[src/sv/i2cts_pkg.sv]
// Shared types, codes and helpers for the I2C target line sampler.
package i2cts_pkg;

	localparam int BYTE_BITS = 8;

	typedef enum logic [1:0] {
		CMD_SAMPLE   = 2'd0,
		CMD_LOAD_TX  = 2'd1,
		CMD_CLR_PEND = 2'd2,
		CMD_NOP      = 2'd3
	} cmd_t;

	localparam logic [2:0] PH_CODE_LISTEN      = 3'd0;
	localparam logic [2:0] PH_CODE_START       = 3'd1;
	localparam logic [2:0] PH_CODE_ADDRESS     = 3'd2;
	localparam logic [2:0] PH_CODE_ACK_ADDR    = 3'd3;
	localparam logic [2:0] PH_CODE_PAYLOAD     = 3'd4;
	localparam logic [2:0] PH_CODE_RESPOND     = 3'd5;
	localparam logic [2:0] PH_CODE_READ_ACK    = 3'd6;
	localparam logic [2:0] PH_CODE_ACK_PAYLOAD = 3'd7;

	typedef enum logic [7:0] {
		PH_LISTEN      = 8'b0000_0001,
		PH_START       = 8'b0000_0010,
		PH_ADDRESS     = 8'b0000_0100,
		PH_ACK_ADDR    = 8'b0000_1000,
		PH_PAYLOAD     = 8'b0001_0000,
		PH_RESPOND     = 8'b0010_0000,
		PH_READ_ACK    = 8'b0100_0000,
		PH_ACK_PAYLOAD = 8'b1000_0000
	} phase_t;

	typedef struct packed {
		logic [1:0] command;
		logic       scl;
		logic       sda;
		logic [7:0] tx_byte;
	} item_t;

	typedef struct packed {
		logic       sda_pull;
		logic [7:0] rx_byte;
		logic       rx_pending;
		logic [2:0] bus_phase;
		logic       read_direction;
	} res_t;

	function automatic logic [2:0] phase_code(input phase_t ph);
		logic [2:0] code;
		unique case (ph)
			PH_LISTEN:      code = PH_CODE_LISTEN;
			PH_START:       code = PH_CODE_START;
			PH_ADDRESS:     code = PH_CODE_ADDRESS;
			PH_ACK_ADDR:    code = PH_CODE_ACK_ADDR;
			PH_PAYLOAD:     code = PH_CODE_PAYLOAD;
			PH_RESPOND:     code = PH_CODE_RESPOND;
			PH_READ_ACK:    code = PH_CODE_READ_ACK;
			PH_ACK_PAYLOAD: code = PH_CODE_ACK_PAYLOAD;
			default:        code = PH_CODE_LISTEN;
		endcase
		return code;
	endfunction

endpackage

[src/sv/i2cts_core.sv]
// Bus state machine: line edge detection, address match, receive and transmit shifting.
module i2cts_core (
	input  logic               clk,
	input  logic               arst_n,
	input  logic               fire,
	input  i2cts_pkg::item_t   item,
	input  logic [6:0]         own_address,
	output i2cts_pkg::res_t    res
);
	import i2cts_pkg::*;

	phase_t      phase_q, phase_n;
	logic        last_scl_q, last_scl_n;
	logic        last_sda_q, last_sda_n;
	logic [3:0]  rx_cnt_q, rx_cnt_n;
	logic [7:0]  rx_shift_q, rx_shift_n;
	logic [7:0]  held_q, held_n;
	logic        pending_q, pending_n;
	logic        read_mode_q, read_mode_n;
	logic [7:0]  answer_q, answer_n;
	logic [3:0]  tx_cnt_q, tx_cnt_n;
	logic        drive_q, drive_n;
	logic        byte_done;

	always_comb begin
		phase_n     = phase_q;
		last_scl_n  = last_scl_q;
		last_sda_n  = last_sda_q;
		rx_cnt_n    = rx_cnt_q;
		rx_shift_n  = rx_shift_q;
		held_n      = held_q;
		pending_n   = pending_q;
		read_mode_n = read_mode_q;
		answer_n    = answer_q;
		tx_cnt_n    = tx_cnt_q;
		drive_n     = drive_q;
		byte_done   = 1'b0;

		unique case (cmd_t'(item.command))
			CMD_SAMPLE: begin
				if (last_scl_q && !item.scl) begin
					// one bus bit per falling SCL edge
					if (phase_q == PH_ADDRESS || phase_q == PH_PAYLOAD) begin
						if (!rx_cnt_q[3])
							rx_shift_n[~rx_cnt_q[2:0]] = item.sda;
						rx_cnt_n  = rx_cnt_q + 4'd1;
						byte_done = (rx_cnt_n == 4'(BYTE_BITS));
					end
					if (phase_q == PH_RESPOND ||
							(phase_q == PH_ACK_ADDR && read_mode_q)) begin
						if (!tx_cnt_q[3])
							drive_n = ~answer_q[~tx_cnt_q[2:0]];
						else
							drive_n = 1'b0;
						tx_cnt_n = tx_cnt_q + 4'd1;
					end
					unique case (phase_q)
						PH_START: phase_n = PH_ADDRESS;
						PH_ADDRESS: begin
							if (byte_done) begin
								held_n   = rx_shift_n;
								rx_cnt_n = '0;
								if (rx_shift_n[7:1] == own_address) begin
									read_mode_n = rx_shift_n[0];
									drive_n     = 1'b1;
									phase_n     = PH_ACK_ADDR;
								end else begin
									phase_n = PH_LISTEN;
								end
							end
						end
						PH_ACK_ADDR: begin
							if (!read_mode_q) begin
								drive_n = 1'b0;
								phase_n = PH_PAYLOAD;
							end else begin
								phase_n = PH_RESPOND;
							end
						end
						PH_PAYLOAD: begin
							if (byte_done) begin
								held_n    = rx_shift_n;
								pending_n = 1'b1;
								drive_n   = 1'b1;
								phase_n   = PH_ACK_PAYLOAD;
							end
						end
						PH_RESPOND: begin
							// ninth edge: byte sent, let go of SDA for the master's ack
							if (tx_cnt_n >= 4'(BYTE_BITS + 1)) begin
								tx_cnt_n = '0;
								drive_n  = 1'b0;
								phase_n  = PH_READ_ACK;
							end
						end
						PH_READ_ACK: phase_n = PH_PAYLOAD;
						PH_ACK_PAYLOAD: begin
							drive_n  = 1'b0;
							rx_cnt_n = '0;
							phase_n  = PH_PAYLOAD;
						end
						default: phase_n = phase_n;
					endcase
				end
				if (item.scl) begin
					if (last_sda_q && !item.sda &&
							(phase_n == PH_LISTEN || phase_n == PH_PAYLOAD)) begin
						rx_cnt_n    = '0;
						tx_cnt_n    = '0;
						read_mode_n = 1'b0;
						phase_n     = PH_START;
					end
					if (!last_sda_q && item.sda) begin
						phase_n  = PH_LISTEN;
						rx_cnt_n = '0;
					end
				end
				last_scl_n = item.scl;
				last_sda_n = item.sda;
			end
			CMD_LOAD_TX:  answer_n  = item.tx_byte;
			CMD_CLR_PEND: pending_n = 1'b0;
			CMD_NOP:      ;
			default:      ;
		endcase
	end

	always_ff @(posedge clk or negedge arst_n) begin
		if (!arst_n) begin
			phase_q     <= PH_LISTEN;
			last_scl_q  <= 1'b1;
			last_sda_q  <= 1'b1;
			rx_cnt_q    <= '0;
			rx_shift_q  <= '0;
			held_q      <= '0;
			pending_q   <= 1'b0;
			read_mode_q <= 1'b0;
			answer_q    <= '0;
			tx_cnt_q    <= '0;
			drive_q     <= 1'b0;
		end else if (fire) begin
			phase_q     <= phase_n;
			last_scl_q  <= last_scl_n;
			last_sda_q  <= last_sda_n;
			rx_cnt_q    <= rx_cnt_n;
			rx_shift_q  <= rx_shift_n;
			held_q      <= held_n;
			pending_q   <= pending_n;
			read_mode_q <= read_mode_n;
			answer_q    <= answer_n;
			tx_cnt_q    <= tx_cnt_n;
			drive_q     <= drive_n;
		end
	end

	assign res.sda_pull       = drive_n;
	assign res.rx_byte        = held_n;
	assign res.rx_pending     = pending_n;
	assign res.bus_phase      = phase_code(phase_n);
	assign res.read_direction = read_mode_n;

endmodule

[src/sv/i2cts_outbuf.sv]
// Result register with a skid entry so the core can keep going for one result under output stall.
module i2cts_outbuf (
	input  logic              clk,
	input  logic              arst_n,
	input  logic              push,
	input  i2cts_pkg::res_t   push_data,
	output logic              ready,
	output logic              out_valid,
	input  logic              out_stall,
	output i2cts_pkg::res_t   out_data
);
	import i2cts_pkg::*;

	logic  out_valid_q;
	logic  skid_valid_q;
	res_t  out_data_q;
	res_t  skid_data_q;
	logic  pop;

	assign pop   = out_valid_q && !out_stall;
	assign ready = !skid_valid_q;

	always_ff @(posedge clk or negedge arst_n) begin
		if (!arst_n) begin
			out_valid_q  <= 1'b0;
			skid_valid_q <= 1'b0;
		end else if (skid_valid_q) begin
			if (pop)
				skid_valid_q <= 1'b0;
		end else if (push) begin
			if (out_valid_q && !pop)
				skid_valid_q <= 1'b1;
			else
				out_valid_q <= 1'b1;
		end else if (pop) begin
			out_valid_q <= 1'b0;
		end
	end

	always_ff @(posedge clk) begin
		if (skid_valid_q) begin
			if (pop)
				out_data_q <= skid_data_q;
		end else if (push) begin
			if (out_valid_q && !pop)
				skid_data_q <= push_data;
			else
				out_data_q <= push_data;
		end
	end

	assign out_valid = out_valid_q;
	assign out_data  = out_data_q;

endmodule

[src/sv/i2c_target_line_sampler_top.sv]
// I2C target line sampler: input register, bus state machine, result buffer.
// A beat accepted into the input register goes through the state machine and is registered in the result buffer.
// One beat per cycle while in_stall is low; the state machine computes each next state combinationally.
// The skid entry in the result buffer lets input keep flowing for one stalled result.
// Reset (arst_n low, async): bus phase listen, SCL/SDA history high, counters,
// bytes and flags cleared, own_address set to 1, no beats held.
module i2c_target_line_sampler_top (
	input  logic       clk,
	input  logic       arst_n,
	input  logic       in_valid,
	output logic       in_stall,
	input  logic [1:0] command,
	input  logic       scl,
	input  logic       sda,
	input  logic [7:0] tx_byte,
	output logic       out_valid,
	input  logic       out_stall,
	output logic       sda_pull,
	output logic [7:0] rx_byte,
	output logic       rx_pending,
	output logic [2:0] bus_phase,
	output logic       read_direction,
	input  logic       cfg_valid,
	output logic       cfg_ready,
	input  logic [6:0] own_address
);
	import i2cts_pkg::*;

	logic       valid_s1;
	item_t      item_s1;
	logic [6:0] own_addr_q;
	logic       buf_ready;
	logic       fire;
	logic       accept;
	res_t       core_res;
	res_t       out_res;

	assign fire      = valid_s1 && buf_ready;
	assign in_stall  = valid_s1 && !buf_ready;
	assign accept    = in_valid && !in_stall;
	assign cfg_ready = 1'b1;

	always_ff @(posedge clk or negedge arst_n) begin
		if (!arst_n) begin
			valid_s1   <= 1'b0;
			own_addr_q <= 7'd1;
		end else begin
			if (accept)
				valid_s1 <= 1'b1;
			else if (fire)
				valid_s1 <= 1'b0;
			if (cfg_valid && cfg_ready)
				own_addr_q <= own_address;
		end
	end

	always_ff @(posedge clk) begin
		if (accept) begin
			item_s1.command <= command;
			item_s1.scl     <= scl;
			item_s1.sda     <= sda;
			item_s1.tx_byte <= tx_byte;
		end
	end

	i2cts_core u_core (
		.clk         (clk),
		.arst_n      (arst_n),
		.fire        (fire),
		.item        (item_s1),
		.own_address (own_addr_q),
		.res         (core_res)
	);

	i2cts_outbuf u_outbuf (
		.clk       (clk),
		.arst_n    (arst_n),
		.push      (fire),
		.push_data (core_res),
		.ready     (buf_ready),
		.out_valid (out_valid),
		.out_stall (out_stall),
		.out_data  (out_res)
	);

	assign sda_pull       = out_res.sda_pull;
	assign rx_byte        = out_res.rx_byte;
	assign rx_pending     = out_res.rx_pending;
	assign bus_phase      = out_res.bus_phase;
	assign read_direction = out_res.read_direction;

endmodule
[config.mk]
export PLATFORM = sky130hd
export DESIGN_NAME = i2c_target_line_sampler_top
export DESIGN_NICKNAME = d
export VERILOG_FILES = /design/src/sv/i2cts_pkg.sv /design/src/sv/i2cts_core.sv /design/src/sv/i2cts_outbuf.sv /design/src/sv/i2c_target_line_sampler_top.sv
export SDC_FILE = /design/constraint.sdc
export NUM_CORES = 1
export LEC_CHECK = 0
export BUFFER_PORTS_ARGS = -buffer_cell sky130_fd_sc_hd__buf_2
export CAP_MARGIN = 20
export CORE_MARGIN = 8
export CORE_UTILIZATION = 31
export DETAILED_ROUTE_END_ITERATION = 16
export PLACE_DENSITY = 0.47
export SLEW_MARGIN = 10
export SYNTH_ARGS = -nofsm -noshare
export SYNTH_HDL_FRONTEND = slang
export SYNTH_SLANG_ARGS = --single-unit
[constraint.sdc]
create_clock -name clk -period 4.3 [get_ports clk]
set_clock_uncertainty 0.05 [all_clocks]
set_input_delay 0.43 -clock clk [delete_from_list [all_inputs] [get_ports clk]]
set_output_delay 0.43 -clock clk [all_outputs]
set_load 0.005 [all_outputs]
==> results of run 1 <==
[worst max path at each step]
stage,start,endpoint,slack [ps],depth (start not counted)
global placement,u_core.phase_q[0],u_outbuf.out_data[2],340,11
detailed placement,u_core.phase_q[0],u_outbuf.out_data[2],310,11
finish,u_core.phase_q[0],u_outbuf.out_data[2],300,11
CTS,u_core.phase_q[0],u_outbuf.out_data[2],290,11
floorplan,u_core.phase_q[0],u_outbuf.out_data[2],410,11
global route,u_core.rx_cnt_q[1],u_outbuf.out_data[1],100,11
[cell usage after synthesis, drive strengths merged, types with 5 or more instances]
cell | n | area (um2)
a21o | 5 | 37.5
a21oi | 19 | 95.1
a22o | 9 | 78.8
a31oi | 6 | 37.5
buf | 6 | 50.0
clkbuf | 26 | 118
dfrtp | 51 | 1280
edfxtp | 40 | 1200
inv | 17 | 63.8
mux2 | 23 | 263
mux2i | 10 | 100
nand2 | 74 | 278
nand3 | 12 | 60.1
nand4 | 7 | 50.1
nor2 | 41 | 154
nor2b | 8 | 50.1
nor3 | 9 | 56.3
nor4 | 9 | 77.6
o211ai | 5 | 37.5
o21ai | 59 | 299
o22ai | 5 | 31.3
o31ai | 6 | 50.1
or2 | 5 | 31.3
xnor2 | 10 | 87.6
xor2 | 7 | 61.3
[per-layer routing]
metal	global-route usage	up-vias	share of wire
met4	0.0541	0	0.017
li1	-	2103	-
met5	0	-	0
met2	0.231	82	0.49
met1	0.184	2140	0.46
met3	0.0277	16	0.034
[cells by family after synthesis]
logic type | after synthesis | synth area share
DFF | 95 | 0.474
muxes | 35 | 0.0749
buffers and inverters | 50 | 0.0432
and+or+nand+nor | 202 | 0.194
xor gates and xnor gates | 17 | 0.0273
adders and majority gates | 3 | 0.00689
AOI/OAI and AO/OA | 146 | 0.180
other | 1 | 0.000688
[registers in the layout, indices dropped and copies added, names as in the netlist, 4 cells and up]
name                  count
u_core.rx_shift_q         8
u_core.answer_q           8
u_core.tx_cnt_q           4
u_outbuf.out_data        14
u_outbuf.skid_data_q     14
item_s1                  12
u_core.phase_q            8
u_core.held_q             8
u_core.rx_cnt_q           4
own_addr_q                7
[where the power goes]
part | internal (W) | switching (W)
Combinational | 0.000290 | 0.000438
Sequential | 0.00118 | 0.000102
Clock | 0.000406 | 0.000385
[area by class of cell]
type                       count  area (um2)  area share
clock buffer                   9         225      0.0359
clock inverter                 7        65.1      0.0104
inverter                      18        67.6      0.0108
multi-input combinational    404        2640       0.421
sequential                    95        2580       0.412
tap                          225         282      0.0449
timing repair buffer          67         408      0.0650
[critical path, stage by stage (launching register included)]
cell	delay, ps
dfstp_2	430
or4_4	550
nor4_1	290
buf_4	170
mux2_2	330
nor4_2	260
nand4_2	220
o32ai_4	290
mux2_4	370
o311a_1	350
and3_1	180
mux2_2	260
[stage by stage]
step	util	power, W	instances	cell area [um2]
after floorplan	-	0.00174	549	5450
after global placement	0.347	0.00203	808	5970
after detailed placement	0.347	0.00204	808	5970
after CTS	0.364	0.00285	825	6270
after global routing	0.364	0.00297	825	6270
final	0.364	0.00280	825	6270
==> flow_summary.json, run 1 <==
{
  "rr_endpoint": "u_outbuf.out_data[2]",
  "hpwlAfterDp_um": 11400,
  "cts_tree": "built",
  "leakagePower_nw": 2.50,
  "clock_latency_ps": 350,
  "hold_path_end": "item_s1[9]",
  "min_from": "scl",
  "p_per_area_nw_per_um2": 446,
  "rr_worst_depth": 11,
  "worstSetupStartpointType": "flip-flop",
  "grt_overflow": 0,
  "synth_edf_count": 40,
  "grt_pass1_wl_um": 24600,
  "yosysWarningCount": 0,
  "grt_pass1_vias": 4419,
  "syn_area_um2": 5450,
  "dr.pass1.iters": 5,
  "drt_wl_total_um": 15400,
  "chipHeight_um": 149,
  "syn_avg_cell_area_um2": 9.93,
  "drv_cap": 0,
  "final_layout_size_suffix_gt1_frac": 0.227,
  "cts_resized": 0,
  "wl_per_cell_um": 18.7,
  "io_pins": 41,
  "critPathKind": "reg2reg",
  "ys.flop_type": "dfrtp_1",
  "post-place-ws_ps": 305,
  "endpoint_kind": "flip-flop",
  "fillers": 1737,
  "path_clk_slew_ps": 70,
  "synth_nets": 576,
  "core_area_um2": 17200,
  "period_share": 0.931,
  "first_iter_violations": 213,
  "min_period_ps": 4000,
  "area_delta_synth_final_pct": 15.1,
  "fmax_mhz": 250,
  "cp_max_fo": 9,
  "ant_nets": 0,
  "diodes": 0,
  "setup_ws_ps": 296,
  "row_count": 48,
  "clockBufferDepth": 2,
  "routed_via_density": 5.26,
  "synth_cell_types": 83,
  "die_w_um": 149,
  "postCtsSetupBuffers": 0,
  "post-route-drc-count": 0,
  "htreeDepth": 3,
  "place_congestion": 0.899,
  "relSlewSlack": 0.371,
  "async_flop_share": 0.579,
  "whs_ps": 196,
  "hold_buffers": 1,
  "ir_worst_vdd_v": 0.000211,
  "nNetsFinal": 622,
  "postSynthRegisterBits": 95,
  "vias": 4341,
  "hold_viol": 0,
  "setup-tns-final_ps": 0,
  "design.die.area_um2": 22100,
  "antenna_found_initial": 0,
  "root_buffer": "clkbuf_16",
  "grt_setup_unrepaired": "false",
  "cts_buffers": 9,
  "final_common_cell": "nand2_1",
  "start_util": 0.316,
  "synthCells": 549,
  "drv_slew": 0,
  "yosysSeqAreaShare": 0.474,
  "setup_viol": 0,
  "status": "finished clean",
  "numClockSinks": 95,
  "grt_max_degree": 38,
  "min_path_type": "in2reg",
  "tightest_slew_ps": 935,
  "cp.arrival_ps": 4060,
  "grt_usage": 0.143,
  "ff2ff_setup_slack_ps": 300,
  "port_buffers": 39,
  "final_cell_mix": "nand2_1 (74), o21ai_0 (58), dfrtp_1 (51), nor2_1 (41), edfxtp_1 (40)",
  "worst-endpoint-required_ps": 4350,
  "reg2reg_from": "u_core.phase_q[0]",
  "hold_path_depth": 1
}
Note: power is estimated with default switching activity, not from simulation.
==> run 2, diff against run 1 <==
MAX_ROUTING_LAYER = met4   (was unset)
clock period = 4.59 ns   (was 4.3 ns; I/O delays follow)
==> run 2 against run 1 <==
Compared with the run above:
- sequential share of layout area is 0.22 points higher
- via count fell by 0.76%
- fmax decreased by 6.4%
- first-iteration DRC count increased by 17%
- register-to-register slack barely moved
- core utilization is 0.20 points lower
- largest power group unchanged
==> flow_summary.json, run 2 (synthesized netlist as in run 1, its figures left out) <==
{
  "diodes": 0,
  "drt_wl_total_um": 15300,
  "ir_worst_vdd_v": 0.000172,
  "whs_ps": 212,
  "final_layout_size_suffix_gt1_frac": 0.219,
  "post-route-drc-count": 0,
  "design.die.area_um2": 22100,
  "row_count": 48,
  "final_common_cell": "nand2_1",
  "grt_pass1_wl_um": 24700,
  "root_buffer": "clkbuf_16",
  "vias": 4308,
  "final_cell_mix": "nand2_1 (74), o21ai_0 (58), dfrtp_1 (51), nor2_1 (41), edfxtp_1 (40)",
  "design_area_um2": 6240,
  "rr_endpoint": "u_outbuf.out_data[2]",
  "drv_slew": 0,
  "relSlewSlack": 0.398,
  "leakagePower_nw": 2.49,
  "hpwlAfterDp_um": 11100,
  "htreeDepth": 3,
  "nNetsFinal": 616,
  "wl_per_cell_um": 18.7,
  "cts_resized": 0,
  "cts_buffers": 9,
  "endpoint_kind": "flip-flop",
  "setup-tns-final_ps": 0,
  "grt_pass1_vias": 4390,
  "cts_tree": "built",
  "worstSetupStartpointType": "flip-flop",
  "p_per_area_nw_per_um2": 425,
  "fmax_mhz": 234,
  "numClockSinks": 95,
  "place_congestion": 0.900,
  "worst-endpoint-required_ps": 4640,
  "drv_cap": 0,
  "hold_buffers": 0,
  "rr_worst_depth": 10,
  "io_pins": 41,
  "tightest_slew_ps": 880,
  "dr.pass1.iters": 5,
  "grt_setup_unrepaired": "false",
  "grt_max_degree": 56,
  "status": "finished clean",
  "ant_nets": 0,
  "min_path_type": "in2async",
  "hold_viol": 0,
  "path_clk_slew_ps": 70,
  "grt_overflow": 0,
  "setup_viol": 0,
  "core_area_um2": 17200,
  "start_util": 0.316,
  "first_iter_violations": 250,
  "routed_via_density": 5.26,
  "postCtsSetupBuffers": 0,
  "port_buffers": 39,
  "ff2ff_setup_slack_ps": 310,
  "min_period_ps": 4280,
  "grt_usage": 0.146,
  "antenna_found_initial": 0,
  "period_share": 0.933,
  "fillers": 1753,
  "clockBufferDepth": 2,
  "die_w_um": 149,
  "area_delta_synth_final_pct": 14.5,
  "post_dp_cell_area_um2": 5940,
  "critPathKind": "reg2reg",
  "chipHeight_um": 149,
  "reg2reg_from": "u_core.phase_q[1]",
  "cp.arrival_ps": 4330,
  "cp_max_fo": 9,
  "clock_latency_ps": 350,
  "fin_util": 0.362
}
## run 2: cell types whose count changed in the layout (fill, tap and decap cells not counted)
cell,previous run,this run
inv_6,0,2
dlygate4sd3_1,1,0
clkinv_1,1,2
bufinv_16,0,1
buf_4,27,22
clkinvlp_4,3,1
inv_8,3,1
## run 2: worst max-delay path by stage
stage / to / from
CTS: u_outbuf.out_data[2] / u_core.phase_q[1]
finish: u_outbuf.out_data[2] / u_core.phase_q[1]
global route: u_outbuf.out_data[2] / u_core.phase_q[1]
global placement: u_outbuf.out_data[2] / u_core.phase_q[1]
floorplan: u_outbuf.out_data[2] / u_core.phase_q[0]
detailed placement: u_outbuf.out_data[2] / u_core.phase_q[1]
## run 2: through the flow
stage	power, W	setup WS, ps	cells
floorplan	0.00163	704	549
global placement	0.00190	462	803
detailed placement	0.00190	361	803
CTS	0.00270	334	819
global route	0.00281	122	819
finish	0.00265	310	819
## run 2: cell type report
class | count | area, um2 | area share
Multi-Input combinational cell | 404 | 2640 | 0.424
Timing Repair Buffer | 61 | 360 | 0.0578
Clock buffer | 9 | 225 | 0.0361
Clock inverter | 7 | 78.8 | 0.0126
Inverter | 18 | 67.6 | 0.0108
Tap cell | 225 | 282 | 0.0451
Sequential cell | 95 | 2580 | 0.414
## run 2: metal layers
| metal | global-route usage | routed length [um] | share of wire | vias up |
|---|---|---|---|---|
| met3 | 0.0261 | 555 | 0.036 | 20 |
| li1 | - | - | - | 2094 |
| met4 | 0.0433 | 263 | 0.017 | 0 |
| met1 | 0.181 | 6990 | 0.46 | 2111 |
| met5 | - | 0 | 0 | - |
| met2 | 0.239 | 7520 | 0.49 | 83 |
## run 2: power breakdown
part           internal (W)  switching [W]
sequential          0.00110       0.000122
combinational      0.000263       0.000382
clock              0.000430       0.000352
## run 2: critical path, cell delays in order, from the launching register on
cell	delay (ps)
dfrtp_1	490
or4_4	510
nor4_1	550
mux2_2	410
nor4_2	260
nand4_2	220
o32ai_4	370
mux2_4	380
o311a_1	360
and3_1	180
mux2_2	260
==> run 3, diff against run 2 <==
CORE_UTILIZATION = 60   (was 31)
HOLD_SLACK_MARGIN = 0.02   (was unset)
PLACE_DENSITY = 0.8   (was 0.47)
==> run 3 against run 2 <==
Compared with the run above:
- core utilization rose by 31 points
- register-to-register slack better by 30 ps
- global-route usage rose by 8.4 points
- worst setup slack improved by 35 ps
- sequential share of layout area increased by 2.2 points
- sequential power hardly changed
- cell count decreased by 15%
- hold slack got worse by 8.6 ps
- die area decreased by 44%
- largest cell class unchanged
==> flow_summary.json, run 3 (synthesized netlist as in run 1, its figures left out) <==
{
  "status": "finished clean",
  "first_iter_violations": 266,
  "place_congestion": 0.956,
  "clock_latency_ps": 360,
  "critPathKind": "reg2reg",
  "port_buffers": 39,
  "numClockSinks": 95,
  "fmax_mhz": 236,
  "chipHeight_um": 111,
  "leakagePower_nw": 2.40,
  "start_util": 0.622,
  "grt_usage": 0.230,
  "post_dp_cell_area_um2": 5740,
  "cts_buffers": 9,
  "setup-tns-final_ps": 0,
  "setup_viol": 0,
  "final_layout_size_suffix_gt1_frac": 0.212,
  "die_w_um": 111,
  "hold_viol": 0,
  "core_area_um2": 8760,
  "drv_cap": 0,
  "fillers": 686,
  "ant_nets": 0,
  "min_period_ps": 4250,
  "grt_pass1_wl_um": 22500,
  "routed_via_density": 6.36,
  "period_share": 0.925,
  "grt_max_degree": 56,
  "design.die.area_um2": 12400,
  "cp.arrival_ps": 4320,
  "final_common_cell": "nand2_1",
  "drt_wl_total_um": 14100,
  "ir_worst_vdd_v": 0.000249,
  "hpwlAfterDp_um": 10200,
  "cts_resized": 0,
  "grt_setup_unrepaired": "false",
  "antenna_found_initial": 0,
  "diodes": 0,
  "post-route-drc-count": 0,
  "drv_slew": 0,
  "rr_endpoint": "u_outbuf.out_data[2]",
  "cp_max_fo": 9,
  "cts_tree": "built",
  "path_clk_slew_ps": 100,
  "final_cell_mix": "nand2_1 (74), o21ai_0 (58), dfrtp_1 (51), nor2_1 (41)",
  "dr.pass1.iters": 5,
  "worst-endpoint-required_ps": 4660,
  "io_pins": 41,
  "grt_overflow": 0,
  "area_delta_synth_final_pct": 8.79,
  "tightest_slew_ps": 814,
  "nNetsFinal": 611,
  "htreeDepth": 3,
  "postCtsSetupBuffers": 0,
  "worstSetupStartpointType": "flip-flop",
  "design_area_um2": 5930,
  "wl_per_cell_um": 20.2,
  "p_per_area_nw_per_um2": 404,
  "rr_worst_depth": 10,
  "grt_pass1_vias": 4483,
  "reg2reg_from": "u_core.phase_q[0]",
  "row_count": 34,
  "vias": 4434,
  "ff2ff_setup_slack_ps": 340,
  "min_path_type": "in2async",
  "endpoint_kind": "flip-flop",
  "root_buffer": "clkbuf_8",
  "hold_buffers": 0,
  "relSlewSlack": 0.456,
  "clockBufferDepth": 2
}
-- run 3: changes by cell type in the layout (fill, tap and decap cells not counted), sizes merged --
cell,previous run,this run
buf,61,56
clkinv,3,1
clkinvlp,1,3
bufinv,1,0
clkbuf,9,10
-- run 3: worst max-delay path: stages (launching register included) --
cell,delay [ps]
dfstp_2,450
or4_4,550
nor4_1,580
mux2_2,410
nor4_2,240
nand4_2,190
o32ai_4,370
mux2_4,380
o311a_1,350
and3_1,180
mux2_2,260
-- run 3: per-layer routing --
metal,up-vias,routed length [um],global-route usage,share of wire
li1,2082,-,-,-
met1,2132,5800,0.267,0.41
met2,181,6890,0.376,0.49
met3,39,924,0.0536,0.066
met4,0,442,0.0942,0.031
met5,-,0,-,0
-- run 3: stage by stage --
stage                     worst slack [ps]  utilization  power (W)  cells  hold WS, ps
after detailed placement               416        0.655    0.00189    680          411
after global routing                   140        0.676    0.00252    697          188
after floorplan                        704            -    0.00163    549          113
after global placement                 497        0.655    0.00187    680          404
final                                  344        0.676    0.00240    697          204
after CTS                              404        0.676    0.00240    696          204
-- run 3: layout make-up --
| cell class | instances | area, um2 | share of cell area |
|---|---|---|---|
| sequential | 95 | 2580 | 0.436 |
| tap | 108 | 135 | 0.0228 |
| timing repair buffer | 56 | 320 | 0.0540 |
| multi-input combinational | 404 | 2640 | 0.446 |
| clock buffer | 10 | 128 | 0.0215 |
| clock inverter | 6 | 51.3 | 0.00865 |
| inverter | 18 | 67.6 | 0.0114 |
-- run 3: power breakdown --
part | total (W) | switching, W | internal [W]
clock network | 0.000525 | 0.000320 | 0.000205
logic | 0.000639 | 0.000377 | 0.000262
registers | 0.00123 | 0.000128 | 0.00110
total | 0.00240 | 0.000825 | 0.00157
-- run 3: worst max-delay path by stage --
stage / start / end / slack [ps] / cells after the start
floorplan: u_core.phase_q[0] / u_outbuf.out_data[2] / 700 / 11
global placement: u_core.phase_q[0] / u_outbuf.out_data[2] / 500 / 10
detailed placement: u_core.phase_q[0] / u_outbuf.out_data[2] / 420 / 10
CTS: u_core.phase_q[0] / u_outbuf.out_data[2] / 400 / 10
global route: u_core.phase_q[0] / u_outbuf.out_data[2] / 140 / 10
finish: u_core.phase_q[0] / u_outbuf.out_data[2] / 340 / 10
